File: src/rtl/jpd_pkg.sv
package jpd_pkg;

  localparam int JOINT_COUNT_DEF = 12;
  localparam int VALUE_WIDTH_DEF = 16;

  localparam int IDX_W   = 4;
  localparam int FIELD_W = 16;
  localparam int TLIM_W  = 3 * FIELD_W;
  localparam int CIDX_W  = 3;
  localparam int DIFF_W  = FIELD_W + 1;
  localparam int PROD_W  = 2 * DIFF_W;
  localparam int FRAC_W  = 8;
  localparam int SUM_W   = PROD_W - FRAC_W + 2;

  localparam logic [CIDX_W-1:0] REG_SOFT_K  = 3'd0;
  localparam logic [CIDX_W-1:0] REG_SOFT_D  = 3'd1;
  localparam logic [CIDX_W-1:0] REG_ABAD_UP = 3'd2;
  localparam logic [CIDX_W-1:0] REG_ABAD_LO = 3'd3;
  localparam logic [CIDX_W-1:0] REG_HIP_UP  = 3'd4;
  localparam logic [CIDX_W-1:0] REG_HIP_LO  = 3'd5;
  localparam logic [CIDX_W-1:0] REG_TLIM    = 3'd6;

  typedef enum logic [1:0] {
    LAW_PD      = 2'd0,
    LAW_ABOVE   = 2'd1,
    LAW_BELOW   = 2'd2,
    LAW_INVALID = 2'd3
  } law_e;

  typedef enum logic [1:0] {
    KIND_ABAD = 2'd0,
    KIND_HIP  = 2'd1,
    KIND_KNEE = 2'd2
  } kind_e;

  typedef struct packed {
    logic [FIELD_W-1:0]        soft_k;
    logic [FIELD_W-1:0]        soft_d;
    logic signed [FIELD_W-1:0] abad_up;
    logic signed [FIELD_W-1:0] abad_lo;
    logic signed [FIELD_W-1:0] hip_up;
    logic signed [FIELD_W-1:0] hip_lo;
    logic [TLIM_W-1:0]         tlim;
  } cfg_t;

  typedef struct packed {
    logic [IDX_W-1:0]          joint;
    law_e                      law;
    logic                      sub;
    logic [FIELD_W-1:0]        gain_a;
    logic signed [DIFF_W-1:0]  diff_a;
    logic [FIELD_W-1:0]        gain_b;
    logic signed [DIFF_W-1:0]  diff_b;
    logic signed [FIELD_W-1:0] ff;
    logic [FIELD_W-1:0]        lim;
  } sel_t;

  typedef struct packed {
    logic [IDX_W-1:0]          joint;
    law_e                      law;
    logic                      sub;
    logic signed [PROD_W-1:0]  prod_a;
    logic signed [PROD_W-1:0]  prod_b;
    logic signed [FIELD_W-1:0] ff;
    logic [FIELD_W-1:0]        lim;
  } prod_t;

  typedef struct packed {
    logic [IDX_W-1:0]        joint;
    law_e                    law;
    logic signed [SUM_W-1:0] sum;
    logic [FIELD_W-1:0]      lim;
  } sum_t;

  // joint index mod 3
  function automatic kind_e joint_kind(logic [IDX_W-1:0] idx);
    kind_e k;
    case (idx)
      4'd0, 4'd3, 4'd6, 4'd9, 4'd12, 4'd15: k = KIND_ABAD;
      4'd1, 4'd4, 4'd7, 4'd10, 4'd13:       k = KIND_HIP;
      default:                              k = KIND_KNEE;
    endcase
    return k;
  endfunction

endpackage

File: src/rtl/jpd_cfg.sv
module jpd_cfg (
  input  logic                        clk_i,
  input  logic                        rst_ni,
  input  logic                        cfg_valid_i,
  output logic                        cfg_ready_o,
  input  logic [jpd_pkg::CIDX_W-1:0]  cfg_index_i,
  input  logic [jpd_pkg::TLIM_W-1:0]  cfg_data_i,
  output jpd_pkg::cfg_t               cfg_o
);
  import jpd_pkg::*;

  cfg_t cfg_q, cfg_d;

  assign cfg_ready_o = 1'b1;

  always_comb begin
    cfg_d = cfg_q;
    if (cfg_valid_i) begin
      case (cfg_index_i)
        REG_SOFT_K:  cfg_d.soft_k  = cfg_data_i[FIELD_W-1:0];
        REG_SOFT_D:  cfg_d.soft_d  = cfg_data_i[FIELD_W-1:0];
        REG_ABAD_UP: cfg_d.abad_up = $signed(cfg_data_i[FIELD_W-1:0]);
        REG_ABAD_LO: cfg_d.abad_lo = $signed(cfg_data_i[FIELD_W-1:0]);
        REG_HIP_UP:  cfg_d.hip_up  = $signed(cfg_data_i[FIELD_W-1:0]);
        REG_HIP_LO:  cfg_d.hip_lo  = $signed(cfg_data_i[FIELD_W-1:0]);
        REG_TLIM:    cfg_d.tlim    = cfg_data_i;
        default: ;
      endcase
    end
  end

  always_ff @(posedge clk_i or negedge rst_ni) begin
    if (!rst_ni) begin
      cfg_q <= '0;
    end else begin
      cfg_q <= cfg_d;
    end
  end

  assign cfg_o = cfg_q;

endmodule

File: config.mk
export PLATFORM = sky130hd
export DESIGN_NAME = jpd_cfg
export DESIGN_NICKNAME = d
export VERILOG_FILES = /design/src/rtl/jpd_pkg.sv /design/src/rtl/jpd_cfg.sv
export SDC_FILE = /design/constraint.sdc
export NUM_CORES = 1
export LEC_CHECK = 0
export BUFFER_PORTS_ARGS = -buffer_cell sky130_fd_sc_hd__buf_2
export CAP_MARGIN = 20
export CORE_ASPECT_RATIO = 1.5
export CORE_MARGIN = 2
export CORE_UTILIZATION = 45
export CTS_CLUSTER_DIAMETER = 120
export DETAILED_ROUTE_END_ITERATION = 8
export PLACE_DENSITY = 0.8
export SETUP_SLACK_MARGIN = 0.02
export SLEW_MARGIN = 10
export SYNTH_ARGS = -nofsm -noshare
export SYNTH_HDL_FRONTEND = slang
export SYNTH_SLANG_ARGS = --single-unit
export TNS_END_PERCENT = 50
File: constraint.sdc
create_clock -name clk_i -period 0.8 [get_ports clk_i]
set_input_delay 0.04 -clock clk_i [delete_from_list [all_inputs] [get_ports clk_i]]
set_output_delay 0.04 -clock clk_i [all_outputs]
set_load 0.01 [all_outputs]
### Yosys cells after proc, flatten, opt, wreduce, memory -nomap -nowiden

Cells that the tools add are included.

| word-level totals | value |
|---|---|
| input bits | 54 |
| output and inout port bits | 145 |
| register bits after elaboration | 144 |

| cells by class | value |
|---|---|
| eq/ne operators | 6 |
| reduce and logical (&&, ||, !) cells | 8 |

Operators by type and width:

| cell | count |
|---|---|
| 2-bit AND reduction | 7 |
| 3-bit equality test, second input constant | 3 |
| 3-bit by 2-bit equality test with 1-bit output, second input constant | 2 |
| 3-bit by 1-bit equality test with 1-bit output, second input constant | 1 |
| 3-bit logical NOT | 1 |

### Logic depth before layout (Yosys ltp)

Gate-level depths: netlist (run 1).

| logic depth | value |
|---|---|
| word-level depth | 2 |
| gate-level depth with buffers | 5 |
| mapped depth without buffers | 2 |

### Worst setup path before layout (run 1)

Ideal clock, no wire load.

| path | value |
|---|---|
| kind | input to register |
| start point | input cfg_index_i[0] in the netlist's numbering |
| end point | register cfg_q, in the netlist cfg_o[128] |
| stages on the path | 4 |
| setup slack | -0.449 ns |
| path buffers | 2 |
| arrival | 1.124 ns |
| library setup time | 0.125 ns |
| cell sequence | buf_6 > nor4b_4 > buf_6 > mux2_4 |

| on the way | value |
|---|---|
| cells in the longest elaborated chain, start to end | 2 |

Ends and longest elaborated chain:

| element | RTL line | RTL |
|---|---|---|
| start: declaration | jpd_cfg.sv:6 | `input logic [jpd_pkg::CIDX_W-1:0] cfg_index_i,` |
| 3-bit logical NOT | jpd_cfg.sv:19 | `case (cfg_index_i)` |
| 2-bit AND reduction (no line) | n/a |  |
| end signal: assignment | jpd_cfg.sv:36 | `cfg_q <= cfg_d;` |
| end: declaration | jpd_cfg.sv:12 | `cfg_t cfg_q, cfg_d;` |

No other way between the ends.
A chain may end at the register's enable or synchronous reset.

### Final worst setup path (run 1)

| path | value |
|---|---|
| start point | register cfg_q, in the netlist cfg_o[104] |
| end point | output cfg_o[104] in the netlist's numbering |

RTL lines:

| element | RTL line | RTL |
|---|---|---|
| end: declaration | jpd_cfg.sv:8 | `output jpd_pkg::cfg_t cfg_o` |

No word-level cell between the ends.

==> results.py, run 1 <==
metrics = {
    "run_status": {
        "status": "complete, but fails checks",
        "violations": "setup timing",
    },
    "cts": {
        "clk_latency_ps": 410,
        "clk_path_buf_depth": 2,
        "htree_levels": 4,
        "cts_buffers": 17,
        "cts-root-buf": "clkbuf_16",
        "cts_sinks": 144,
        "cts_tree": "built",
        "clk_pin_slew_ps": 60,
    },
    "critical_path": {
        "slowest_stage": "dfrtp_1",
        "crit_fanout": 2,
        "cp-start-kind": "register",
        "crit_type": "register to output port",
        "end_kind": "output port",
        "worst-path-buf-inv": 1,
        "path_delay_family": "flip-flops",
        "critical-path-max-stage-delay_ps": 400,
        "path_cells": "buf_2",
        "arrival_ps": 960,
        "cp.required_ps": 760,
    },
    "yosys": {
        "yosys-top-cells-area": "dfrtp_1 (64%), mux2_2 (20%), mux2_4 (11%), buf_6 (1.4%), buf_2 (0.71%)",
        "synthCells": 312,
        "yosysUniqueCellTypes": 12,
        "yosysSeqAreaShare_pct": 64.3,
        "yosysTopAreaCellShare_pct": 64.3,
        "synth_nets": 366,
        "ys_seq_elements": 144,
        "yosysTopAreaCell": "dfrtp_1",
        "netlist_area_sq_um": 5610,
        "syn_avg_cell_area_sq_um": 18.0,
        "synth_warnings": 0,
    },
    "timing": {
        "setup_slack_ps": -198,
        "skew_ps": 0,
        "slew_viol_final": 0,
        "rsz0062_at_grt": "true",
        "max_freq_ghz": 1.00,
        "setup_viol": 205,
        "setup_total_negative_slack_ps": -30120,
        "min_period_over_period_pct": 125,
        "holdWs_ps": 103,
        "min_period_ps": 998,
        "hold_violations": 0,
    },
    "die": {
        "die_height_um": 141,
        "die_w_um": 95.1,
        "coreArea_sq_um": 12100,
        "rows": 49,
        "initial_core_util_pct": 46.4,
        "pin_count": 199,
        "dieArea_sq_um": 13400,
    },
    "layout": {
        "final_cell_area_sq_um": 8950,
        "finalNetCount": 695,
        "largest_reg_flops": 144,
        "num_antenna_cells": 0,
        "drive_gt1_share_pct": 69.4,
        "syn_to_final_growth_pct": 59.7,
        "final_common_cell": "dfrtp_1",
        "layout_common_cells": "dfrtp_1 (144), buf_2 (136), mux2_2 (90), buf_4 (66), buf_6 (63)",
        "fin_cells": 807,
    },
    "global_route": {
        "grtUsageTotal_pct": 24.5,
        "grt_pass1_vias": 4360,
        "grt_pass1_wl_um": 24400,
        "grt_max_degree": 49,
        "grt.overflow.total": 0,
        "antenna_found_initial": 0,
    },
    "detailed_routing": {
        "wirelength_um": 16500,
        "drt_iter0_drc": 125,
        "wl_per_cell_um": 20.4,
        "ant_nets": 0,
        "vias_per_cell": 4.91,
        "firstDrtPassIters": 4,
        "drcViolationCount": 0,
        "vias": 3965,
    },
    "flow_run": {
        "cap_viol_max_count": 0,
    },
    "place": {
        "gp_congestion": 0.794,
        "hpwlAfterDp_um": 9860,
        "port_buffers": 197,
        "placed_area_sq_um": 6950,
        "dp_slack_ps": -467,
        "dp.cells": 666,
    },
    "power": {
        "ir_drop_mv": 2.08,
        "leakage_nw": 4.45,
        "power_density_nw_per_um2": 2860,
    },
    "hold_path": {
        "min_path_type": "input pin to asynchronous set/reset pin",
    },
}
[where the power goes]
group / internal, mW / switching [mW] / leakage [nW]
sequential: 8.90 / 1.03 / 1.73
clock: 5.38 / 2.96 / 0.300
combinational: 4.49 / 2.81 / 2.42
total: 18.8 / 6.80 / 4.45
[cell families after synthesis]
family | after synthesis | share of synthesized area, %
flip-flops | 144 | 64.3
buffers and inverters | 16 | 2.25
other | 1 | 0.0669
AND/OR/NAND/NOR | 7 | 1.79
multiplexers | 144 | 31.6
[per-layer routing]
metal / wire, um / part of all wire [%] / track usage (%)
met5: 0 / 0 / 0
met4: 529 / 3.2 / 10.2
met3: 592 / 3.6 / 4.70
met2: 9420 / 57 / 44.0
met1: 5940 / 36 / 27.8
[what timing repair did]
item / in CTS / in global routing
pin swaps: 0 / 0
buffers inserted: 35 / 25
endpoints found under the setup margin: 164 / 255
gates resized for setup: 43 / 38
hold endpoints to repair: 287 / 0
hold buffers: 49 / 0
[synth_stat cells]
master    instances
mux2_2          102
buf_4             1
dfrtp_1         144
buf_6             7
buf_2             8
and4bb_1          3
nand4b_2          2
conb_1            1
nand4b_1          1
nor4b_4           1
mux2_1            2
mux2_4           40
[layout make-up]
| class | count | area (sq um) |
|---|---|---|
| flip-flops and latches | 144 | 3600 |
| clock buffers | 22 | 464 |
| fillers | 709 | 3130 |
| well taps | 153 | 191 |
| multi-input cells | 152 | 1930 |
| repair buffers | 326 | 2600 |
| clock inverters | 10 | 159 |
[worst paths after layout]
path | start | slack (ps) | cells past startpoint | to
max | cfg_o[104] | -200 | 1 | cfg_o[104]
min | rst_ni | 100 | 2 | cfg_o[28]
max reg2reg | cfg_o[104] | -130 | 2 | cfg_o[104]
min reg2reg | cfg_o[116] | 500 | 1 | cfg_o[116]
max in group asynchronous | rst_ni | 220 | 3 | cfg_o[109]
min in group clk_i | cfg_index_i[0] | 240 | 4 | cfg_o[136]
[stage by stage]
| stage | power [mW] | util (%) |
|---|---|---|
| global route | 26.6 | 74.1 |
| detailed placement | 15.0 | 57.5 |
| global placement | 14.7 | 57.5 |
| finish | 25.6 | 74.1 |
| floorplan | 12.4 | - |
| CTS | 24.6 | 70.7 |
Note: power is estimated with default switching activity, not from simulation.
==> run 2: changes to the inputs <==
--- a/config.mk
+++ b/config.mk
@@ -12,7 +12,7 @@
 export CORE_UTILIZATION = 45
 export CTS_CLUSTER_DIAMETER = 120
 export DETAILED_ROUTE_END_ITERATION = 8
-export PLACE_DENSITY = 0.8
+export PLACE_DENSITY_LB_ADDON = 0.3
 export SETUP_SLACK_MARGIN = 0.02
 export SLEW_MARGIN = 10
 export SYNTH_ARGS = -nofsm -noshare
==> results.py, run 2 (synthesis gave the netlist of run 1 again) <==
metrics = {
    "run_status": {
        "status": "complete, but fails checks",
        "violations": "setup timing",
    },
    "critical_path": {
        "arrival_ps": 1040,
        "cp-start-kind": "register",
        "cp.required_ps": 760,
        "crit_fanout": 2,
        "crit_type": "register to output port",
        "end_kind": "output port",
    },
    "cts": {
        "clk_pin_slew_ps": 60,
        "clk_path_buf_depth": 2,
        "cts_buffers": 17,
        "cts_sinks": 144,
        "cts-root-buf": "clkbuf_16",
        "clk_latency_ps": 400,
        "cts_tree": "built",
        "htree_levels": 4,
    },
    "power": {
        "power_density_nw_per_um2": 2850,
        "switchingPower_mw": 6.71,
        "p_int_mw": 18.7,
        "leakage_nw": 4.43,
        "switching_share_pct": 26.4,
        "combPwrFrac_pct": 27.9,
        "ir_drop_mv": 1.58,
        "seqPwrFrac_pct": 39.0,
        "clkPwrFrac_pct": 33.2,
    },
    "layout": {
        "finalNetCount": 692,
        "layout_common_cells": "dfrtp_1 (144), buf_2 (143), mux2_2 (91), buf_6 (59), buf_4 (59)",
        "utilization_pct": 73.8,
        "drive_gt1_share_pct": 69.4,
        "syn_to_final_growth_pct": 59.1,
        "fill_cells": 724,
        "largest_reg_flops": 144,
        "fin_cells": 804,
        "final_cell_area_sq_um": 8920,
        "final_common_cell": "dfrtp_1",
        "num_antenna_cells": 0,
    },
    "timing": {
        "hold_violations": 0,
        "min_period_ps": 1080,
        "rsz0062_at_grt": "true",
        "holdWs_ps": 96.2,
        "skew_ps": 0,
        "min_period_over_period_pct": 135,
        "setup_slack_ps": -284,
        "setup_viol": 201,
        "slew_viol_final": 0,
        "max_freq_ghz": 0.923,
    },
    "detailed_routing": {
        "firstDrtPassIters": 6,
        "drt_iter0_drc": 79,
        "highest-signal-layer": "met4",
        "ant_nets": 0,
        "dr_wl_met3_um": 695,
        "vias_per_cell": 4.89,
        "dr_wl_met2_um": 8230,
        "drcViolationCount": 0,
        "wirelength_um": 15000,
        "wl_per_cell_um": 18.7,
        "m1WireLength_um": 5820,
        "vias": 3931,
    },
    "die": {
        "initial_core_util_pct": 46.4,
        "coreArea_sq_um": 12100,
        "die_w_um": 95.1,
        "dieArea_sq_um": 13400,
        "rows": 49,
        "die_height_um": 141,
        "pin_count": 199,
    },
    "flow_run": {
        "cap_viol_max_count": 0,
    },
    "place": {
        "placed_area_sq_um": 6960,
        "hpwlAfterDp_um": 9430,
        "port_buffers": 197,
        "dp_slack_ps": -430,
        "gp_congestion": 0.738,
        "dp.cells": 665,
    },
    "global_route": {
        "grtUsageTotal_pct": 23.0,
        "antenna_found_initial": 0,
        "grt.overflow.total": 0,
        "grt_pass1_wl_um": 23200,
        "grt_max_degree": 32,
        "grt_pass1_vias": 4228,
    },
    "hold_path": {
        "min_path_type": "input pin to asynchronous set/reset pin",
    },
}
run 2: per-layer routing:
metal | vias up | GRT usage, %
met5 | - | 0
met4 | 0 | 8.39
met3 | 25 | 4.17
met2 | 140 | 40.6
met1 | 2007 | 27.6
li1 | 1759 | -
run 2: timing repair:
action                                  CTS  global route
gates cloned                              0             0
setup buffers                            44            14
resized for setup                        40            38
endpoints found under the hold margin   281             0
endpoints found under the setup margin  166           242
hold buffers                             49             0
pin swaps                                 0             1
run 2: metrics by stage:
step	power (mW)	setup TNS, ps
after global placement	14.8	-47400
after global routing	26.5	-34740
final	25.4	-28960
after detailed placement	15.0	-50090
after CTS	24.8	-29510
after floorplan	12.4	-29010
run 2: critical path: stages (launching register included):
cell and delay, ps:
dfrtp_1 410, buf_6 130, buf_6 110
run 2: final timing paths:
check                          startpoint         end  slack [ps]  cells past startpoint
max                            cfg_o[141]  cfg_o[141]        -280                      2
min                                rst_ni   cfg_o[56]         100                      2
max reg2reg                    cfg_o[141]  cfg_o[141]        -240                      3
min reg2reg                     cfg_o[93]   cfg_o[93]         500                      1
max in group asynchronous          rst_ni   cfg_o[35]         240                      3
min in group clk_i         cfg_index_i[0]  cfg_o[130]         220                      4
run 2: layout make-up:
cell class              instances  area [sq um]  area share, %
clock buffers                  20           457           5.12
clock inverters                12           180           2.02
multi-input cells             152          1920           21.6
flip-flops and latches        144          3600           40.4
well taps                     153           191           2.15
repair buffers                323          2560           28.7
run 2: power by group through the flow:
| stage | registers [mW] | logic [mW] | clock network (mW) |
|---|---|---|---|
| after floorplan | 10.6 | 1.82 | 0 |
| after global placement | 9.79 | 5.00 | 0 |
| after detailed placement | 9.87 | 5.14 | 0 |
| after CTS | 9.76 | 6.49 | 8.57 |
| after global routing | 10.1 | 7.55 | 8.91 |
| final | 9.90 | 7.08 | 8.43 |
