<file path="src/rtl/jpd_pkg.sv">
package jpd_pkg;

  localparam int JOINT_COUNT_DEF = 12;
  localparam int VALUE_WIDTH_DEF = 16;

  localparam int IDX_W   = 4;
  localparam int FIELD_W = 16;
  localparam int TLIM_W  = 3 * FIELD_W;
  localparam int CIDX_W  = 3;
  localparam int DIFF_W  = FIELD_W + 1;
  localparam int PROD_W  = 2 * DIFF_W;
  localparam int FRAC_W  = 8;
  localparam int SUM_W   = PROD_W - FRAC_W + 2;

  localparam logic [CIDX_W-1:0] REG_SOFT_K  = 3'd0;
  localparam logic [CIDX_W-1:0] REG_SOFT_D  = 3'd1;
  localparam logic [CIDX_W-1:0] REG_ABAD_UP = 3'd2;
  localparam logic [CIDX_W-1:0] REG_ABAD_LO = 3'd3;
  localparam logic [CIDX_W-1:0] REG_HIP_UP  = 3'd4;
  localparam logic [CIDX_W-1:0] REG_HIP_LO  = 3'd5;
  localparam logic [CIDX_W-1:0] REG_TLIM    = 3'd6;

  typedef enum logic [1:0] {
    LAW_PD      = 2'd0,
    LAW_ABOVE   = 2'd1,
    LAW_BELOW   = 2'd2,
    LAW_INVALID = 2'd3
  } law_e;

  typedef enum logic [1:0] {
    KIND_ABAD = 2'd0,
    KIND_HIP  = 2'd1,
    KIND_KNEE = 2'd2
  } kind_e;

  typedef struct packed {
    logic [FIELD_W-1:0]        soft_k;
    logic [FIELD_W-1:0]        soft_d;
    logic signed [FIELD_W-1:0] abad_up;
    logic signed [FIELD_W-1:0] abad_lo;
    logic signed [FIELD_W-1:0] hip_up;
    logic signed [FIELD_W-1:0] hip_lo;
    logic [TLIM_W-1:0]         tlim;
  } cfg_t;

  typedef struct packed {
    logic [IDX_W-1:0]          joint;
    law_e                      law;
    logic                      sub;
    logic [FIELD_W-1:0]        gain_a;
    logic signed [DIFF_W-1:0]  diff_a;
    logic [FIELD_W-1:0]        gain_b;
    logic signed [DIFF_W-1:0]  diff_b;
    logic signed [FIELD_W-1:0] ff;
    logic [FIELD_W-1:0]        lim;
  } sel_t;

  typedef struct packed {
    logic [IDX_W-1:0]          joint;
    law_e                      law;
    logic                      sub;
    logic signed [PROD_W-1:0]  prod_a;
    logic signed [PROD_W-1:0]  prod_b;
    logic signed [FIELD_W-1:0] ff;
    logic [FIELD_W-1:0]        lim;
  } prod_t;

  typedef struct packed {
    logic [IDX_W-1:0]        joint;
    law_e                    law;
    logic signed [SUM_W-1:0] sum;
    logic [FIELD_W-1:0]      lim;
  } sum_t;

  // joint index mod 3
  function automatic kind_e joint_kind(logic [IDX_W-1:0] idx);
    kind_e k;
    case (idx)
      4'd0, 4'd3, 4'd6, 4'd9, 4'd12, 4'd15: k = KIND_ABAD;
      4'd1, 4'd4, 4'd7, 4'd10, 4'd13:       k = KIND_HIP;
      default:                              k = KIND_KNEE;
    endcase
    return k;
  endfunction

endpackage

</file>
<file path="src/rtl/jpd_clamp.sv">
module jpd_clamp #(
  parameter int VALUE_WIDTH = jpd_pkg::VALUE_WIDTH_DEF
) (
  input  logic                          clk_i,
  input  logic                          rst_ni,
  input  logic                          valid_i,
  output logic                          ready_o,
  input  jpd_pkg::sum_t                 data_i,
  output logic                          out_valid_o,
  input  logic                          out_ready_i,
  output logic [jpd_pkg::IDX_W-1:0]     joint_number_o,
  output logic signed [VALUE_WIDTH-1:0] torque_o,
  output logic [1:0]                    law_used_o,
  output logic                          was_clamped_o
);
  import jpd_pkg::*;

  localparam int EXT_W = ((VALUE_WIDTH > SUM_W) ? VALUE_WIDTH : SUM_W) + 1;

  logic                          valid_q;
  logic [IDX_W-1:0]              joint_q;
  logic signed [VALUE_WIDTH-1:0] torque_q, torque_d;
  law_e                          law_q;
  logic                          clamped_q, clamped_d;
  logic signed [EXT_W-1:0]       t, lim_pos, lim_neg, vmax, vmin;

  assign vmax    = $signed(EXT_W'({1'b0, {(VALUE_WIDTH-1){1'b1}}}));
  assign vmin    = ~vmax;
  assign lim_pos = $signed(EXT_W'(data_i.lim));
  assign lim_neg = -lim_pos;

  always_comb begin
    t         = EXT_W'(data_i.sum);
    clamped_d = 1'b0;
    if (t > lim_pos) begin
      t         = lim_pos;
      clamped_d = 1'b1;
    end
    if (t < lim_neg) begin
      t         = lim_neg;
      clamped_d = 1'b1;
    end
    if (t > vmax) begin
      t         = vmax;
      clamped_d = 1'b1;
    end
    if (t < vmin) begin
      t         = vmin;
      clamped_d = 1'b1;
    end
    torque_d = $signed(t[VALUE_WIDTH-1:0]);
    if (data_i.law == LAW_INVALID) begin
      torque_d  = '0;
      clamped_d = 1'b0;
    end
  end

  assign ready_o = !valid_q || out_ready_i;

  always_ff @(posedge clk_i or negedge rst_ni) begin
    if (!rst_ni) begin
      valid_q <= 1'b0;
    end else if (ready_o) begin
      valid_q <= valid_i;
    end
  end

  always_ff @(posedge clk_i) begin
    if (valid_i && ready_o) begin
      joint_q   <= data_i.joint;
      torque_q  <= torque_d;
      law_q     <= data_i.law;
      clamped_q <= clamped_d;
    end
  end

  assign out_valid_o    = valid_q;
  assign joint_number_o = joint_q;
  assign torque_o       = torque_q;
  assign law_used_o     = law_q;
  assign was_clamped_o  = clamped_q;

endmodule

</file>
<file path="config.mk">
export PLATFORM = sky130hd
export DESIGN_NAME = jpd_clamp
export DESIGN_NICKNAME = d
export VERILOG_FILES = /design/src/rtl/jpd_pkg.sv /design/src/rtl/jpd_clamp.sv
export SDC_FILE = /design/constraint.sdc
export NUM_CORES = 1
export LEC_CHECK = 0
export BUFFER_PORTS_ARGS = -buffer_cell sky130_fd_sc_hd__buf_2
export CORE_UTILIZATION = 40
export DETAILED_ROUTE_END_ITERATION = 7
export PLACE_DENSITY_LB_ADDON = 0.15
export SLEW_MARGIN = 20
export SYNTH_ARGS = -nofsm -noshare
export SYNTH_HDL_FRONTEND = slang
export SYNTH_SLANG_ARGS = --single-unit
</file>
<file path="constraint.sdc">
create_clock -name clk_i -period 1.4 [get_ports clk_i]
set_input_delay 0.28 -clock clk_i [delete_from_list [all_inputs] [get_ports clk_i]]
set_output_delay 0.28 -clock clk_i [all_outputs]
set_load 0.01 [all_outputs]
</file>
## Yosys cells after proc, flatten, opt, wreduce, memory -nomap -nowiden

Index checks and enable logic that the tools add are counted.
Widths: inputs -> output; s select.

- Register bits: 24
- Bits in latches: 0
- Bits in writable memories: 0
- Memory bits (read-only): 0
- Output and inout port bits: 25
- Logic and storage cells: 24
- Memories: 0

- $add $sub $neg: 1
- Multiply operators: 0
- Divide/modulo/power cells: 0
- $lt $le $gt $ge: 4
- Eq/ne operators: 1
- Shifts and indexed selects: 0
- Multiplexer cells: 8
- Bitwise logic cells: 0
- Reduce and logical (&&, ||, !) cells: 4

Operators with widths:

| operator | count |
|---|---|
| $mux 29 | 3 |
| $gt 29x16->1 const B | 1 |
| $lt 29x16->1 const B | 1 |
| $lt 29x29->1 | 1 |
| $neg 16->29 | 1 |
| $gt 28x17->1 | 1 |
| $mux 16 | 1 |
| $mux 1 | 4 |
| $eq 2x2->1 const B | 1 |
| $reduce_or 2->1 | 1 |
| $logic_and 1x1->1 | 1 |
| $logic_not 1->1 | 1 |
| $logic_or 1x1->1 | 1 |

## Logic depth before layout (Yosys ltp)

Gate-level depths: netlist of run 1.

- Depth in word-level cells: 8
- Mapped depth: 24
- Depth with buffers taken out: 19

## Worst setup path before layout of run 1

OpenSTA, ideal clock, no wires.

- Path type: input to register
- Start point: input port data_i[15] (netlist name)
- End point: register torque_q[2] (netlist: torque_o[2]) (data pin)
- Data arrival time: 4.920 ns
- Required time: 1.141 ns
- Setup slack: -3.780 ns
- Cell stages on the path: 23
- Buffers on the path: 5
- Cells stage by stage: clkbuf_1 -> inv_1 -> ha_1 -> o21a_1 -> a21oi_1 -> a21o_1 -> a31o_2 -> a21oi_1 -> buf_2 -> buf_1 -> clkbuf_1 -> nor2b_1 -> ha_1 -> nand2_1 -> or3_1 -> or4_1 -> nand3_2 -> o21ai_1 -> a31oi_4 -> mux2_4 -> nand3b_4 -> buf_6 -> a21oi_2

- Word-level cells in the longest chain between the ends: 8
- Elaborated cells between the ends (all ways): 9
- Classes of those cells: 1 x add/sub; 4 x order compare; 3 x mux; 1 x reduce/logical

Ends and longest elaborated chain:

| element | RTL line | source |
|---|---|---|
| start, declared | jpd_clamp.sv:8 | `input jpd_pkg::sum_t data_i,` |
| $gt 28x17->1 | jpd_clamp.sv:35 | `if (t > lim_pos) begin` |
| $mux 29 | jpd_clamp.sv:35 |  |
| $lt 29x29->1 | jpd_clamp.sv:39 | `if (t < lim_neg) begin` |
| $mux 29 * | jpd_clamp.sv:39 |  |
| $gt 29x16->1 | jpd_clamp.sv:43 | `if (t > vmax) begin` |
| $mux 29 * | jpd_clamp.sv:43 |  |
| $lt 29x16->1 | jpd_clamp.sv:47 | `if (t < vmin) begin` |
| $reduce_or 2->1 (no source line) | - |  |
| end signal, assigned | jpd_clamp.sv:71 | `torque_q <= torque_d;` |
| end, declared | jpd_clamp.sv:22 | `logic signed [VALUE_WIDTH-1:0] torque_q, torque_d;` |

Every way passes the cells marked *; elsewhere a longest branch is shown, timed or not.
A chain may end at the register's enable or synchronous reset.

## Worst setup path after layout of run 1

- Start point: input port data_i[6] (netlist name)
- End point: register torque_q[6] (netlist: torque_o[6]) (data pin)

Same word-level chain as after synthesis.

==> flow_summary.ini, run 1 <==
[logic_synthesis]
synth_cell_types = 52
synth_ff_type = edfxtp_1
synthTopCellsByArea = edfxtp_1 24%, ha_1 19%, mux2_2 6.2%, nand2_1 4.7%, o21ai_0 4.0%
synth_top_area_share_pct = 23.8
synth_warnings = 0
avgSynthCellArea_um2 = 8.75
netlist_instances = 331
postSynthRegisterBits = 24
synthArstFlopShare_pct = 4.17
syn_area_um2 = 2900
syn-num-nets = 429
synth-edff-count = 23
yosys.area.top_type = edfxtp_1
seq_area_frac_synth_pct = 24.7

[sta]
hold_viol = 0
fin_crit_ns = 4.39
slew_violations = 0
tightest_slew_ns = 0.549
rsz0062_at_grt = true
timing.fmax_mhz = 228
setup_viol = 17
finClkSkew_ns = 0.00288
setup_slack_ns = -2.99
fin_crit_sh_pct = 313
slew_headroom_pct = 63.0

[run_status]
violations = setup timing
status = finished with violations

[clock_network]
cts-root-buf = clkbuf_8
clock_path_buffers = 2
cts_sinks = 24
cts_inserted_buffers = 3
clkLatencyLatePin_ns = 0.26
clkTransAtPathRegs_ns = 0.08
h-tree-depth = 1
cts_tree = done

[power_and_ir_drop]
leakage_nw = 2.18
ir_worst_vdd_mv = 0.302
power_per_cell_area_nw_per_um2 = 524

[route]
drtIter0Drc = 206
totalWireLength_um = 8810
first_pass_iters = 5
routed-via-count = 3190
ant_nets = 0
avgRoutedWirePerCell_um = 14.3
drt-vias-per-instance = 5.20
drc = 0

[worst_setup_path]
required_ns = 1.42
r2r-end = torque_o[6]
arrival_ns = 4.40
r2r_slack_ns = 0.24
crit_path_end_kind = flop
r2r_start = out_valid_o
reg2regPathDepth = 2
critPathMaxFanout = 8
startpoint_type = input pin
crit_type = input pin to flop

[placement]
io_buffers = 78
gp_congestion = 0.917
dp_hpwl_um = 7060
preCtsSetupSlack_ns = -3.43
placed_cell_area_um2 = 4150

[flow_run]
cap_viol_max_count = 0

[layout]
fin_area_um2 = 4740
syn_to_final_growth_pct = 63.8
seqCellArea_um2 = 716
diodes = 0
drive_gt1_share_pct = 53.5
final_common_cell = buf_4
layout_common_cells = 105 x buf_4, 75 x buf_2, 35 x nand2_1
nFillCells = 592
multi_input_area_um2 = 2410
nets = 617

[die]
dieArea_um2 = 7590
die_w_um = 87.1
coreArea_um2 = 6910
io_pins = 79
rows = 30
die_height_um = 87.1
initial_core_util_pct = 41.9

[global_route]
grt_pass1_vias = 3023
antenna_found_initial = 0
grt-ovfl-total = 0
grt_max_degree = 24
grt_pass1_wl_um = 13900
grt_usage_pct = 23.2

[hold_path]
hp-start = data_i[47]
hold_depth = 1
min_to = joint_number_o[1]
hold_path.class = input pin to flop
## state kept, by name, summed over array words and instances, names as in the netlist
name and cells:
was_clamped_o 1, torque_o 16, out_valid_o 1, law_used_o 2, joint_number_o 4
## cell usage after synthesis, types with 2 or more instances
cell type and instances:
a211oi_1 2, nor2_1 18, ha_1 44, mux2i_1 4, nor2b_1 13, a31oi_1 2, and2_1 2, nor4_1 3
edfxtp_1 23, a211o_1 3, nor3_1 15, inv_1 21, nand3_1 8, nand2_1 36, a21oi_1 18, mux2_2 16
o211ai_1 4, buf_4 2, clkbuf_1 6, o21ai_0 23, nand4_1 10, a21o_1 6, xnor2_1 11, nand2b_1 4
a21oi_2 10
## cell families after synthesis
| logic type | count (synthesis) | synth area share (%) |
|---|---|---|
| buffers and inverters | 32 | 4.71 |
| flip-flops | 24 | 24.7 |
| multiplexers | 21 | 8.12 |
| XOR/XNOR | 12 | 3.63 |
| AND/OR/NAND/NOR | 118 | 21.3 |
| AO/OA/AOI/OAI | 80 | 18.6 |
| adder cells (fa/ha/maj) | 44 | 19.0 |
## worst max-delay path, cell delays in order
cell      delay, ns
buf_2          0.09
inv_1          0.06
ha_1           0.29
nand4_1        0.16
a211o_1        0.28
a31o_4         0.24
a21oi_4        0.18
buf_6          0.18
buf_6          0.10
mux2_4         0.31
ha_4           0.27
nand4_1        0.13
nor3_2         0.24
nand3_1        0.15
o22ai_1        0.21
a22oi_1        0.10
o211ai_1       0.18
buf_4          0.15
a31oi_4        0.11
mux2_4         0.34
nand3b_4       0.16
buf_12         0.14
a21oi_2        0.05
## per-stage QoR
| stage | hold WS, ns | total power [mW] | instances | util [%] | TNS (ns) |
|---|---|---|---|---|---|
| 2_1_floorplan | -0.0156 | 1.42 | 331 | - | -50.24 |
| 3_3_place_gp | 0.0545 | 1.86 | 593 | 60.1 | -55.44 |
| 3_5_place_dp | 0.0559 | 1.88 | 593 | 60.1 | -56.95 |
| 4_1_cts | 0.189 | 2.40 | 610 | 65.7 | -49.39 |
| 5_1_grt | 0.187 | 2.64 | 614 | 68.7 | -53.06 |
| 6_report | 0.193 | 2.48 | 614 | 68.7 | -50.20 |
## power breakdown
part	total [mW]	switching (mW)	internal, mW
combinational	1.23	0.581	0.644
clock	0.402	0.199	0.203
sequential	0.857	0.0101	0.847
## layout make-up
class                           count  area share (%)
Inverter                           21            1.82
Timing Repair Buffer              194            28.7
Sequential cell                    24            15.1
Tap cell                           96            2.53
Clock buffer                        4           0.949
Multi-Input combinational cell    275            50.9
## worst max path at each step
stage	from	cells past startpoint	slack, ns	endpoint
CTS	data_i[1]	22	-2.93	torque_o[6]
global placement	data_i[1]	22	-3.33	torque_o[0]
floorplan	data_i[15]	23	-3.02	torque_o[6]
detailed placement	data_i[1]	22	-3.43	torque_o[0]
global route	data_i[1]	24	-3.15	torque_o[6]
finish	data_i[6]	23	-2.99	torque_o[6]
## what timing repair did
action,in CTS,in global routing
hold buffers,1,0
buffers inserted,11,5
pin swaps,12,18
gates cloned,1,0
endpoints found under the setup margin,17,40
resized for setup,41,38
endpoints found under the hold margin,1,0
## routing by layer
layer,vias up,wire (µm),global-route usage [%]
li1,1598,-,-
met1,1448,3940,30.8
met2,123,4180,40.1
met3,21,471,1.33
met4,0,204,7.75
met5,-,0,0
No activity file was read; power rests on OpenSTA's default activity.
==> inputs of run 2 (changes only) <==
CTS_BUF_LIST = sky130_fd_sc_hd__clkbuf_16   (was default)
==> flow_summary.ini, run 2 (synthesized netlist as in run 1, its figures left out) <==
[global_route]
antenna_found_initial = 0
grt-ovfl-total = 0
grt_max_degree = 24
grt_pass1_vias = 3076
grt_pass1_wl_um = 14200
grt_usage_pct = 23.9

[sta]
fin_crit_ns = 4.40
slew_violations = 0
timing.fmax_mhz = 227
setup_viol = 17
fin_crit_sh_pct = 314
hold_viol = 0
final.setup.tns_ns = -50.58
tightest_slew_ns = 0.506
setup_slack_ns = -3.00
finClkSkew_ns = 0.000924
hold_slack_ns = 0.202
rsz0062_at_grt = true
slew_headroom_pct = 65.9

[die]
initial_core_util_pct = 41.9
die_w_um = 87.1
io_pins = 79
dieArea_um2 = 7590
die_height_um = 87.1
rows = 30
coreArea_um2 = 6910

[worst_setup_path]
crit_end = torque_o[6]
worst_path_largest_cell_delay_ns = 0.35
crit_path_end_kind = flop
critPathSlowestCell = mux2_2
arrival_ns = 4.41
cp_cell_sequence = buf_2 > inv_1 > ha_4 > nand4_1 > a211o_1 > a31o_4 > a21oi_4 > buf_8 > buf_4 > mux2_2 > ha_1 > a21o_1 > a21oi_2 > nor2_2 > a221oi_2 > and3_1 > o211ai_1 > buf_4 > a31oi_4 > mux2_4 > nand3b_4 > buf_6 > a21oi_2
required_ns = 1.41
r2r_slack_ns = 0.24
cp_num_cells = 23
path_buf_inv = 6
critPathMaxFanout = 8
reg2regPathDepth = 2
r2r-end = torque_o[6]
crit_type = input pin to flop
crit_start = data_i[5]
r2r_start = out_valid_o
cp_top_family = compound AO/OA/AOI/OAI gates
startpoint_type = input pin

[placement]
preCtsSetupSlack_ns = -3.43
placed_cell_area_um2 = 4150
io_buffers = 78
place_inst = 593
gp_congestion = 0.917
dp_hpwl_um = 7060

[layout]
drive_gt1_share_pct = 55.0
nets = 624
layout_common_cells = 108 x buf_4, 76 x buf_2, 35 x nand2_1
diodes = 0
syn_to_final_growth_pct = 68.0
fin_area_um2 = 4870
final_common_cell = buf_4
largest_reg_flops = 16
finalNonFillerCells = 621
final_util_pct = 70.5

[power_and_ir_drop]
leakage_nw = 2.24
ir_worst_vdd_mv = 0.379
power_mw = 2.72
power_per_cell_area_nw_per_um2 = 558
clockPowerShare_pct = 22.3
combPwrFrac_pct = 46.0
p_int_mw = 1.89
seqPwrFrac_pct = 31.6
switching_power_uw = 827
p_sw_share_pct = 30.4

[clock_network]
cts_sinks = 24
clock_path_buffers = 2
cts_inserted_buffers = 3
clkLatencyLatePin_ns = 0.25
cts-root-buf = clkbuf_16
h-tree-depth = 1
cts_tree = done
clkTransAtPathRegs_ns = 0.06

[route]
first_pass_iters = 5
avgRoutedWirePerCell_um = 14.3
routed-via-count = 3240
drt-vias-per-instance = 5.22
drtIter0Drc = 200
ant_nets = 0
drc = 0
totalWireLength_um = 8900

[hold_path]
hp-start = data_i[47]
hold_path.class = input pin to flop

[run_status]
status = finished with violations
violations = setup timing

[flow_run]
cap_viol_max_count = 0
## run 2: worst min-delay path by stage
stage | to | slack, ns | cells after the start
after floorplan | out_valid_o | -0.02 | 0
after global placement | out_valid_o | 0.05 | 1
after detailed placement | out_valid_o | 0.06 | 1
after CTS | joint_number_o[1] | 0.20 | 1
after global routing | joint_number_o[0] | 0.20 | 1
final | joint_number_o[1] | 0.20 | 1
## run 2: what timing repair did
action                                  CTS  global route
endpoints found under the hold margin     1             0
endpoints found under the setup margin   17            40
gates resized for setup                  61            29
pin swaps                                34            27
buffers inserted                         17             8
hold buffers                              1             0
## run 2: metal layers
| layer | GRT usage, % | part of all wire [%] | up-vias |
|---|---|---|---|
| met5 | 0 | 0 | - |
| met1 | 31.7 | 45 | 1489 |
| met3 | 1.71 | 5.8 | 18 |
| met2 | 41.2 | 47 | 118 |
| li1 | - | - | 1615 |
| met4 | 8.20 | 2.4 | 0 |
## run 2: area by class of cell
| class | count | area, µm² |
|---|---|---|
| multi-input cells | 275 | 2460 |
| fillers | 559 | 2040 |
| repair buffers | 201 | 1410 |
| flip-flops and latches | 24 | 716 |
| well taps | 96 | 120 |
| inverters | 21 | 86.3 |
| clock buffers | 3 | 75.1 |
| clock inverters | 1 | 3.75 |
## run 2: worst register-to-register path: stages (launching register included)
cell      delay [ns]
dfrtp_1         0.38
nand2b_1        0.11
and2_4          0.34
## run 2: power groups by stage
| stage | clock (mW) | combinational, mW | sequential, mW |
|---|---|---|---|
| final | 0.607 | 1.25 | 0.859 |
| after global routing | 0.649 | 1.37 | 0.863 |
| after CTS | 0.612 | 1.17 | 0.860 |
| after detailed placement | 0 | 1.01 | 0.875 |
| after global placement | 0 | 0.992 | 0.872 |
| after floorplan | 0 | 0.519 | 0.901 |
