`config.mk`:
```
export PLATFORM = sky130hd
export DESIGN_NAME = jpd_select
export DESIGN_NICKNAME = d
export VERILOG_FILES = /design/src/rtl/jpd_pkg.sv /design/src/rtl/jpd_select.sv
export SDC_FILE = /design/constraint.sdc
export NUM_CORES = 1
export LEC_CHECK = 0
export BUFFER_PORTS_ARGS = -buffer_cell sky130_fd_sc_hd__buf_2
export CORE_MARGIN = 1
export CORE_UTILIZATION = 30
export DETAILED_ROUTE_END_ITERATION = 8
export PLACE_DENSITY = 0.57
export SETUP_SLACK_MARGIN = 0.4
export SYNTH_ARGS = -nofsm -noshare
export SYNTH_HDL_FRONTEND = slang
export SYNTH_SLANG_ARGS = --single-unit
```
`constraint.sdc`:
```
create_clock -name clk_i -period 3.4 [get_ports clk_i]
set_input_delay 0 -clock clk_i [delete_from_list [all_inputs] [get_ports clk_i]]
set_output_delay 0 -clock clk_i [all_outputs]
set_load 0.01 [all_outputs]
```
`src/rtl/jpd_pkg.sv`:
```
package jpd_pkg;

  localparam int JOINT_COUNT_DEF = 12;
  localparam int VALUE_WIDTH_DEF = 16;

  localparam int IDX_W   = 4;
  localparam int FIELD_W = 16;
  localparam int TLIM_W  = 3 * FIELD_W;
  localparam int CIDX_W  = 3;
  localparam int DIFF_W  = FIELD_W + 1;
  localparam int PROD_W  = 2 * DIFF_W;
  localparam int FRAC_W  = 8;
  localparam int SUM_W   = PROD_W - FRAC_W + 2;

  localparam logic [CIDX_W-1:0] REG_SOFT_K  = 3'd0;
  localparam logic [CIDX_W-1:0] REG_SOFT_D  = 3'd1;
  localparam logic [CIDX_W-1:0] REG_ABAD_UP = 3'd2;
  localparam logic [CIDX_W-1:0] REG_ABAD_LO = 3'd3;
  localparam logic [CIDX_W-1:0] REG_HIP_UP  = 3'd4;
  localparam logic [CIDX_W-1:0] REG_HIP_LO  = 3'd5;
  localparam logic [CIDX_W-1:0] REG_TLIM    = 3'd6;

  typedef enum logic [1:0] {
    LAW_PD      = 2'd0,
    LAW_ABOVE   = 2'd1,
    LAW_BELOW   = 2'd2,
    LAW_INVALID = 2'd3
  } law_e;

  typedef enum logic [1:0] {
    KIND_ABAD = 2'd0,
    KIND_HIP  = 2'd1,
    KIND_KNEE = 2'd2
  } kind_e;

  typedef struct packed {
    logic [FIELD_W-1:0]        soft_k;
    logic [FIELD_W-1:0]        soft_d;
    logic signed [FIELD_W-1:0] abad_up;
    logic signed [FIELD_W-1:0] abad_lo;
    logic signed [FIELD_W-1:0] hip_up;
    logic signed [FIELD_W-1:0] hip_lo;
    logic [TLIM_W-1:0]         tlim;
  } cfg_t;

  typedef struct packed {
    logic [IDX_W-1:0]          joint;
    law_e                      law;
    logic                      sub;
    logic [FIELD_W-1:0]        gain_a;
    logic signed [DIFF_W-1:0]  diff_a;
    logic [FIELD_W-1:0]        gain_b;
    logic signed [DIFF_W-1:0]  diff_b;
    logic signed [FIELD_W-1:0] ff;
    logic [FIELD_W-1:0]        lim;
  } sel_t;

  typedef struct packed {
    logic [IDX_W-1:0]          joint;
    law_e                      law;
    logic                      sub;
    logic signed [PROD_W-1:0]  prod_a;
    logic signed [PROD_W-1:0]  prod_b;
    logic signed [FIELD_W-1:0] ff;
    logic [FIELD_W-1:0]        lim;
  } prod_t;

  typedef struct packed {
    logic [IDX_W-1:0]        joint;
    law_e                    law;
    logic signed [SUM_W-1:0] sum;
    logic [FIELD_W-1:0]      lim;
  } sum_t;

  // joint index mod 3
  function automatic kind_e joint_kind(logic [IDX_W-1:0] idx);
    kind_e k;
    case (idx)
      4'd0, 4'd3, 4'd6, 4'd9, 4'd12, 4'd15: k = KIND_ABAD;
      4'd1, 4'd4, 4'd7, 4'd10, 4'd13:       k = KIND_HIP;
      default:                              k = KIND_KNEE;
    endcase
    return k;
  endfunction

endpackage

```
`src/rtl/jpd_select.sv`:
```
module jpd_select #(
  parameter int JOINT_COUNT = jpd_pkg::JOINT_COUNT_DEF
) (
  input  logic                               clk_i,
  input  logic                               rst_ni,
  input  jpd_pkg::cfg_t                      cfg_i,
  input  logic                               in_valid_i,
  output logic                               in_ready_o,
  input  logic [jpd_pkg::IDX_W-1:0]          joint_index_i,
  input  logic                               command_valid_i,
  input  logic signed [jpd_pkg::FIELD_W-1:0] position_i,
  input  logic signed [jpd_pkg::FIELD_W-1:0] velocity_i,
  input  logic signed [jpd_pkg::FIELD_W-1:0] target_position_i,
  input  logic signed [jpd_pkg::FIELD_W-1:0] target_velocity_i,
  input  logic [jpd_pkg::FIELD_W-1:0]        stiffness_gain_i,
  input  logic [jpd_pkg::FIELD_W-1:0]        damping_gain_i,
  input  logic signed [jpd_pkg::FIELD_W-1:0] feedforward_torque_i,
  output logic                               valid_o,
  input  logic                               ready_i,
  output jpd_pkg::sel_t                      data_o
);
  import jpd_pkg::*;

  localparam int JC_W  = $clog2(JOINT_COUNT + 1);
  localparam int CMP_W = (JC_W > IDX_W) ? JC_W : IDX_W;

  logic                      valid_q;
  sel_t                      data_q, data_d;
  kind_e                     kind;
  logic                      live;
  logic                      has_stop;
  logic                      soft_law;
  logic signed [FIELD_W-1:0] up_lim, lo_lim, stop;

  assign kind = joint_kind(joint_index_i);
  assign live = command_valid_i && (CMP_W'(joint_index_i) < CMP_W'(JOINT_COUNT));

  always_comb begin
    has_stop = 1'b0;
    up_lim   = cfg_i.abad_up;
    lo_lim   = cfg_i.abad_lo;
    case (kind)
      KIND_ABAD: begin
        has_stop = 1'b1;
      end
      KIND_HIP: begin
        has_stop = 1'b1;
        up_lim   = cfg_i.hip_up;
        lo_lim   = cfg_i.hip_lo;
      end
      default: ;
    endcase
  end

  always_comb begin
    data_d       = '0;
    data_d.joint = joint_index_i;
    if (!live) begin
      data_d.law = LAW_INVALID;
    end else if (has_stop && (position_i > up_lim)) begin
      data_d.law = LAW_ABOVE;
    end else if (has_stop && (position_i < lo_lim)) begin
      data_d.law = LAW_BELOW;
    end else begin
      data_d.law = LAW_PD;
    end
    soft_law = (data_d.law == LAW_ABOVE) || (data_d.law == LAW_BELOW);
    stop     = (data_d.law == LAW_ABOVE) ? up_lim : lo_lim;

    data_d.sub = soft_law;
    if (soft_law) begin
      data_d.gain_a = cfg_i.soft_k;
      data_d.diff_a = DIFF_W'(stop) - DIFF_W'(position_i);
      data_d.gain_b = cfg_i.soft_d;
      data_d.diff_b = DIFF_W'(velocity_i);
    end else begin
      data_d.gain_a = stiffness_gain_i;
      data_d.diff_a = DIFF_W'(target_position_i) - DIFF_W'(position_i);
      data_d.gain_b = damping_gain_i;
      data_d.diff_b = DIFF_W'(target_velocity_i) - DIFF_W'(velocity_i);
    end
    data_d.ff = feedforward_torque_i;

    case (kind)
      KIND_ABAD: data_d.lim = cfg_i.tlim[FIELD_W-1:0];
      KIND_HIP:  data_d.lim = cfg_i.tlim[2*FIELD_W-1:FIELD_W];
      default:   data_d.lim = cfg_i.tlim[3*FIELD_W-1:2*FIELD_W];
    endcase
  end

  assign in_ready_o = !valid_q || ready_i;

  always_ff @(posedge clk_i or negedge rst_ni) begin
    if (!rst_ni) begin
      valid_q <= 1'b0;
    end else if (in_ready_o) begin
      valid_q <= in_valid_i;
    end
  end

  always_ff @(posedge clk_i) begin
    if (in_valid_i && in_ready_o) begin
      data_q <= data_d;
    end
  end

  assign valid_o = valid_q;
  assign data_o  = data_q;

endmodule

```
-- Yosys cells after proc, flatten, opt, wreduce, memory -nomap -nowiden
Memories as Yosys holds them, arrays and structs flattened.
Index checks and enable logic that the tools add are counted.
- flip-flop bits (word level): 106
- ROM bits: 32
- bits of input ports: 265
- output and inout port bits: 107
- logic and storage cells: 38
- memories: 1
- memory list (name ; words ; bits a word ; rd ports ; clocked after memory_dff ; write ports ; line ; text):
    (no name shown) ; 16 ; 2 ; 1 ; 0 ; 0 ; jpd_pkg.sv:78 ; case (idx)
- $add $sub $neg: 3
- $lt $le $gt $ge: 3
- equality and inequality tests: 3
- muxes and demuxes: 9
- reduce and logical (&&, ||, !) cells: 9
- operators with widths (cell ; count):
    66-bit two-way mux ; 1
    16-bit by 16-bit subtractor with 17-bit output ; 3
    16-bit two-way mux ; 3
    16-bit case mux with 2 select lines ; 1
    16-bit > comparator ; 1
    16-bit less-than comparator ; 1
    2-bit two-way mux ; 3
    2-bit by 1-bit == test with 1-bit output, second input constant ; 2
    1-bit logical AND ; 4
    4-bit less-than comparator, second input constant ; 1
    2-bit == test, second input constant ; 1
    2-bit zero test ; 1
    1-bit logical OR ; 2
    2-bit OR reduction ; 1
    1-bit zero test ; 1
    1-bit two-way mux ; 1

-- Logic depth before layout (Yosys ltp)
Gate-level depths: netlist of run 1.
An unclocked memory read counts as a cell.
- depth in word-level cells: 12
- mapped depth: 26
- depth with buffers taken out: 23

-- Worst setup path after synthesis of run 1
No wires, ideal clock.
- path type: input -> register
- from: in joint_index_i[0] in the netlist's numbering
- to: reg data_q, in the netlist data_o[80], data pin
- arrival time: 5322 ps
- required time: 3144 ps
- slack: -2178 ps
- cell stages on the path: 22
- buffers on the path: 3
- cells stage by stage: inv_1 ha_1 and4bb_1 a211oi_4 buf_2 buf_2 mux2i_1 ha_1 and4_1 nand2_1 nor4_1 a2111oi_0 o211ai_1 clkbuf_1 mux2i_1 ha_1 and2_1 a31o_2 or4_1 o21ba_1 or4_1 and4_1
- RTL lines (element ; line ; text):
    from (decl) ; jpd_select.sv:9 ; input logic [jpd_pkg::IDX_W-1:0] joint_index_i,
    to (signal assigned) ; jpd_select.sv:103 ; data_q <= data_d;
    to (decl) ; jpd_select.sv:28 ; sel_t data_q, data_d;

==> results of run 1 <==
==> metrics by stage <==
stage          util (%)  setup WS [ns]  cell area (sq um)
2_1_floorplan         -         -1.846               7502
3_3_place_gp      43.16         -2.252              10470
3_5_place_dp      43.16         -2.394              10470
4_1_cts           51.23         -1.683              12420
5_1_grt           53.45         -1.969              12960
6_report          53.45         -1.779              12960
==> layout by cell type, fill, tap and decap left out, types with 9 or more instances in the layout <==
| cell | instances |
|---|---|
| a21oi_2 | 14 |
| mux2_4 | 38 |
| mux2i_1 | 42 |
| o21ai_0 | 12 |
| edfxtp_1 | 105 |
| nor2_1 | 17 |
| ha_1 | 55 |
| clkbuf_16 | 11 |
| a21oi_1 | 27 |
| a222oi_1 | 16 |
| nor2b_1 | 9 |
| xnor2_1 | 9 |
| nand2_1 | 15 |
| inv_1 | 76 |
| buf_4 | 109 |
| buf_6 | 24 |
| mux2i_4 | 9 |
| mux2_1 | 12 |
| a21o_1 | 9 |
| dlygate4sd3_1 | 127 |
| xor2_1 | 9 |
| buf_2 | 369 |
==> where the power goes <==
part           total [mW]  switching, mW  internal (mW)
registers            1.67         0.0336           1.64
clock network        1.11          0.576          0.535
logic                2.17          0.976           1.19
total                4.95           1.59           3.36
==> metal layers <==
layer / share of wire [%] / routed length [um] / vias up
met3: 4.1 / 1110 / 57
met5: 0.17 / 46 / -
met4: 3.0 / 822 / 6
met2: 52 / 14020 / 233
met1: 41 / 11180 / 3537
li1: - / - / 3685
==> repair_timing <==
item / in CTS / in global routing
gates cloned: 2 / 2
buffers inserted: 14 / 18
endpoints found under the hold margin: 76 / 2
pin swaps: 20 / 35
hold buffers: 125 / 2
gates resized for setup: 54 / 67
endpoints found under the setup margin: 69 / 68
==> layout make-up <==
| class | instances | area share [%] |
|---|---|---|
| clock buffer | 9 | 1.738 |
| sequential | 106 | 24.52 |
| inverter | 81 | 2.443 |
| clock inverter | 7 | 0.7048 |
| timing repair buffer | 642 | 34.50 |
| antenna | 3 | 0.05793 |
| multi-input combinational | 432 | 32.90 |
| tap | 324 | 3.128 |
==> cell families (layout without fill, tap and decap cells) <==
logic type	after synthesis	count (layout)	share of synthesized area, %
compound gates	136	136	12.77
mux	108	108	17.23
flops	106	106	42.95
simple gates	102	102	7.626
buf+inv	100	739	5.648
fa+ha+maj	67	67	11.53
xor+xnor	19	19	2.249
other cells	0	3	0
==> flip-flops by register name (all words and copies together) (netlist names) <==
name / flops
data_o: 105
valid_o: 1
==> worst paths after layout <==
kind                                   endpoint  slack, ns  cells past startpoint
min                        data_o[32]$_DFFE_PP_       0.01                      3
max reg2reg                data_o[40]$_DFFE_PP_       1.67                      3
min in group asynchronous   valid_o$_DFFE_PN0N_       0.47                      3
min reg2reg                data_o[20]$_DFFE_PP_       1.00                      2
max in group asynchronous   valid_o$_DFFE_PN0N_       2.83                      3
max                        data_o[80]$_DFFE_PP_      -1.78                     23
==> worst max-delay path, cell delays in order <==
cell and delay, ns:
buf_12 0.10, inv_12 0.03, ha_4 0.25, and4bb_2 0.26, a211oi_4 0.28, buf_6 0.20
mux2i_4 0.26, ha_4 0.22, a21o_1 0.16, a211oi_2 0.27, o21ai_1 0.14, o41ai_2 0.43
nand4_2 0.18, buf_6 0.17, mux2_4 0.29, mux2i_1 0.14, ha_1 0.28, and2_4 0.16
a31o_4 0.20, or4_4 0.51, o21ba_4 0.21, or4_1 0.39, and4_1 0.16
==> flow_summary.yaml, run 1 <==
outcome:
  outcome: "finished, violations left"
  failed_checks: "negative setup slack"
timing:
  drv_slew: 0
  setup_slack_ns: -1.779
  setup_viol: 67
  min_period_over_period_pct: 152.3
  tightest_slew_ns: 0.5143
  whs_ns: 0.009868
  fin_crit_ns: 5.179
  max-slew-margin-rel_pct: 65.28
  final_hold_viol_count: 0
  setup_tns_ns: -40.70
  fmax_ghz: 0.1931
  rsz0062_at_grt: "yes"
  skew_ns: 0.009137
global_route:
  antenna_found_initial: 6
  met3_usage_pct: 3.490
  grt_pass1_vias: 7691
  grt_max_degree: 56
  top_usage_layer: "met2"
  grt_use_met2_pct: 37.18
  grt_usage_pct: 20.47
  met1_usage_pct: 23.69
  grt_overflow: 0
  grt_pass1_wl_um: 40370
worst_setup_path:
  required_ns: 3.52
  startpoint_type: "primary input"
  arrival_ns: 5.29
  crit_path_start: "joint_index_i[0]"
  worst-path-max-fanout: 3
  r2r-start: "valid_o$_DFFE_PN0N_"
  setup.worst_path.end_class: "flip-flop"
  path_class: "primary input to flip-flop"
clocking:
  insertion_delay_ns: 0.36
  cts.sinks: 106
  tritoncts: "yes"
  numCtsBuffers: 9
  htree_num_levels: 3
  root_buffer: "clkbuf_16"
  clk_pin_slew_ns: 0.09
  cts_buffer_depth: 2
detailed_routing:
  vias: 7518
  drtIter0Drc: 383
  drtAntennaViolNets: 0
  wl_um: 27180
  viasPerCell: 4.687
  wire_per_inst_um: 16.95
  drtPass1Iterations: 5
  drcViolationCount: 0
floorplanning:
  core_sq_mm: 0.02425
  dieArea_sq_mm: 0.02530
  die_x_um: 159.1
  io_pins: 372
  die_h_um: 159.1
  rows: 57
  start_util_pct: 30.52
finish:
  nFillCells: 2150
  nets: 1604
  seq_area_sq_mm: 0.003178
  layout-drive-gt1-share_pct: 50.82
  multi_input_area_sq_mm: 0.004264
  syn2layout_area_growth_pct: 75.14
  final_cell_count_no_fill: 1604
yosys:
  yosys-top-cells-area: "edfxtp_1 43%, ha_1 11%, mux2i_1 7.8%, mux2_4 7.1%, inv_1 4.1%"
  synth_flop_cell: "edfxtp_1"
  synth.most_common_cell: "edfxtp_1"
  synthTopCellsByCount: "105 x edfxtp_1, 80 x inv_1, 65 x ha_1, 58 x mux2i_1, 41 x a21oi_1"
  synth_cell_types: 60
  synthCells: 638
  yosysTopAreaCell: "edfxtp_1"
  netlist_area_sq_mm: 0.007400
  yosys_warnings: 0
  syn_area_per_cell_sq_um: 11.60
  ys_ff_latch: 106
  ys_seq_area_share_pct: 42.95
  synth_top_area_share_pct: 42.61
  synth-edff-count: 105
  mappedNetlistNets: 970
  ys_async_sr_fraction_pct: 0.9434
run:
  drv_cap: 0
placed_design:
  dp.cells: 1422
  dpl.hpwl_um: 19770
  gp_congestion: 0.8627
  numPortBuffers: 371
pwr:
  peakVddDrop_mv: 0.2202
  power_density_mw_per_mm2: 382.0
  power_mw: 4.950
  p_leak_nw: 6.341
hold_path:
  hp-class: "primary input to flip-flop"
  hp-start: "velocity_i[0]"
(Power assumes the default switching activity.)
==> run 2, diff against run 1 <==
- CELL_PAD_IN_SITES_DETAIL_PLACEMENT: unset -> 0
- CELL_PAD_IN_SITES_GLOBAL_PLACEMENT: unset -> 1
- PLACE_DENSITY: 0.57 -> 0.73
==> run 2 against run 1 <==
Effect of this change: the run still ends with negative setup slack left; highest routed layer is now met4; via count increased by 2.7%; hold slack improved by 0.0035 ns; routed wire length increased by 5.4%; worst setup slack improved by 0.15 ns; fmax increased by 2.9%; sequential power about the same; critical path depth decreased by 1; cell area increased by 1.7%; clock power about the same; largest power group unchanged.
==> flow_summary.yaml, run 2 (synthesis gave the netlist of run 1 again) <==
placed_design:
  gp_congestion: 0.8844
  numPortBuffers: 371
  pre_cts_ws_ns: -2.265
  detailed_place.area_sq_mm: 0.01053
  dpl.hpwl_um: 20380
finish:
  syn2layout_area_growth_pct: 78.10
  final_common_cell: "buf_2"
  nets: 1632
  largest_register_ff_count: 105
  layout-drive-gt1-share_pct: 51.19
  final_cell_mix: "370 x buf_2, 131 x buf_4, 129 x dlygate4sd3_1"
  utilization_pct: 54.35
  stdcell_area_sq_mm: 0.01318
timing:
  tightest_slew_ns: 0.6485
  setup_slack_ns: -1.631
  fin_crit_ns: 5.031
  min_period_over_period_pct: 148.0
  skew_ns: 0.02191
  fmax_ghz: 0.1988
  rsz0062_at_grt: "yes"
  max-slew-margin-rel_pct: 56.76
  setup_viol: 69
  whs_ns: 0.01341
  setup_tns_ns: -49.26
  final_hold_viol_count: 0
  drv_slew: 0
worst_setup_path:
  crit_end: "data_o[80]$_DFFE_PP_"
  worst_path_max_delay_cell: "or4_1"
  arrival_ns: 5.15
  r2r_cells: 3
  r2r_end: "data_o[10]$_DFFE_PP_"
  critPathMaxStageDelay_ns: 0.42
  startpoint_type: "primary input"
  required_ns: 3.52
  r2r-start: "valid_o$_DFFE_PN0N_"
  r2r_setup_slack_ns: 1.72
  path_common_cell: "buf_6"
  setup.worst_path.end_class: "flip-flop"
  crit_path_start: "joint_index_i[1]"
  path_class: "primary input to flip-flop"
  worst-path-max-fanout: 7
  crit_chain: "buf_2 -> ha_4 -> and4bb_1 -> a211oi_4 -> buf_6 -> mux2i_4 -> ha_4 -> a21o_1 -> a211oi_2 -> o21ai_1 -> o41ai_2 -> nand4_2 -> buf_6 -> mux2_4 -> mux2i_1 -> ha_1 -> buf_6 -> a31o_2 -> or4_1 -> o21ba_1 -> or4_1 -> and4_1"
hold_path:
  hp-class: "primary input to flip-flop"
pwr:
  peakVddDrop_mv: 0.2230
  power_density_mw_per_mm2: 387.9
  p_leak_nw: 6.504
run:
  drv_cap: 0
global_route:
  grt_pass1_vias: 7986
  grt_overflow: 0
  grt_use_met2_pct: 40.05
  met1_usage_pct: 25.90
  grt_max_degree: 54
  met3_usage_pct: 3.464
  grt_pass1_wl_um: 43230
  grt_usage_pct: 22.08
  top_usage_layer: "met2"
  antenna_found_initial: 4
floorplanning:
  dieArea_sq_mm: 0.02530
  die_x_um: 159.1
  start_util_pct: 30.52
  io_pins: 372
  rows: 57
  die_h_um: 159.1
  core_sq_mm: 0.02425
clocking:
  root_buffer: "clkbuf_16"
  clk_pin_slew_ns: 0.09
  tritoncts: "yes"
  insertion_delay_ns: 0.37
  cts_buffer_depth: 2
  numCtsBuffers: 9
  htree_num_levels: 3
  cts.sinks: 106
detailed_routing:
  wire_per_inst_um: 17.54
  drtIter0Drc: 426
  drtAntennaViolNets: 0
  viasPerCell: 4.729
  drtPass1Iterations: 5
  drcViolationCount: 0
  wl_um: 28640
  vias: 7723
outcome:
  outcome: "finished, violations left"
  failed_checks: "negative setup slack"
run 2: cell types whose count changed in the layout (fill, tap and decap cells not counted), sizes merged:
| cell | before | now |
|---|---|---|
| buf | 513 | 541 |
| clkbuf | 11 | 9 |
| inv | 84 | 86 |
| diode | 3 | 4 |
| clkinv | 4 | 2 |
| dlygate4sd3 | 127 | 129 |
run 2: final cells by class:
type / instances / area [sq um]
Fill cell: 2103 / 11070
Timing Repair Buffer: 670 / 4732
Multi-Input combinational cell: 432 / 4223
Sequential cell: 106 / 3178
Tap cell: 324 / 405.4
Inverter: 81 / 316.6
Clock buffer: 9 / 225.2
Clock inverter: 7 / 88.84
Antenna cell: 4 / 10.01
run 2: repair_timing:
item                                    CTS  global route
pin swaps                                34            16
hold buffers                            129             0
endpoints found under the setup margin   69            69
gates resized for setup                  98            17
buffers inserted                         50             1
gates cloned                              4             0
hold endpoints to repair                 80             0
run 2: worst min-delay path by stage:
stage                              start                    to  slack, ns  cells past startpoint
after floorplan                   rst_ni   valid_o$_DFFE_PN0N_      -0.30                      0
after global placement            rst_ni   valid_o$_DFFE_PN0N_      -0.23                      1
after detailed placement          rst_ni   valid_o$_DFFE_PN0N_      -0.22                      1
after CTS                 velocity_i[14]  data_o[46]$_DFFE_PP_      0.002                      3
after global routing           cfg_i[22]   data_o[6]$_DFFE_PP_       0.03                      3
final                     velocity_i[14]  data_o[46]$_DFFE_PP_       0.01                      3
run 2: critical path, delay by kind of cell:
kind,cells,cell delay (ns)
compound gates,7,1.75
simple gates,5,1.31
fa+ha+maj,3,0.78
buf+inv,4,0.60
mux,3,0.70
run 2: power by group:
group	internal (mW)	switching (mW)	leakage, nW
Sequential	1.64	0.0388	1.01
Clock	0.538	0.591	0.153
Combinational	1.27	1.03	5.34
run 2: per-stage QoR:
step | power, mW | std cells
2_1_floorplan | 2.685 | 638
3_5_place_dp | 3.448 | 1429
3_3_place_gp | 3.435 | 1429
4_1_cts | 5.079 | 1628
6_report | 5.112 | 1633
5_1_grt | 5.368 | 1633
run 2: metal layers:
layer	vias to the layer above	part of all wire, %
li1	3735	-
met1	3673	41
met2	261	51
met3	54	4.7
met4	0	3.3
met5	-	0
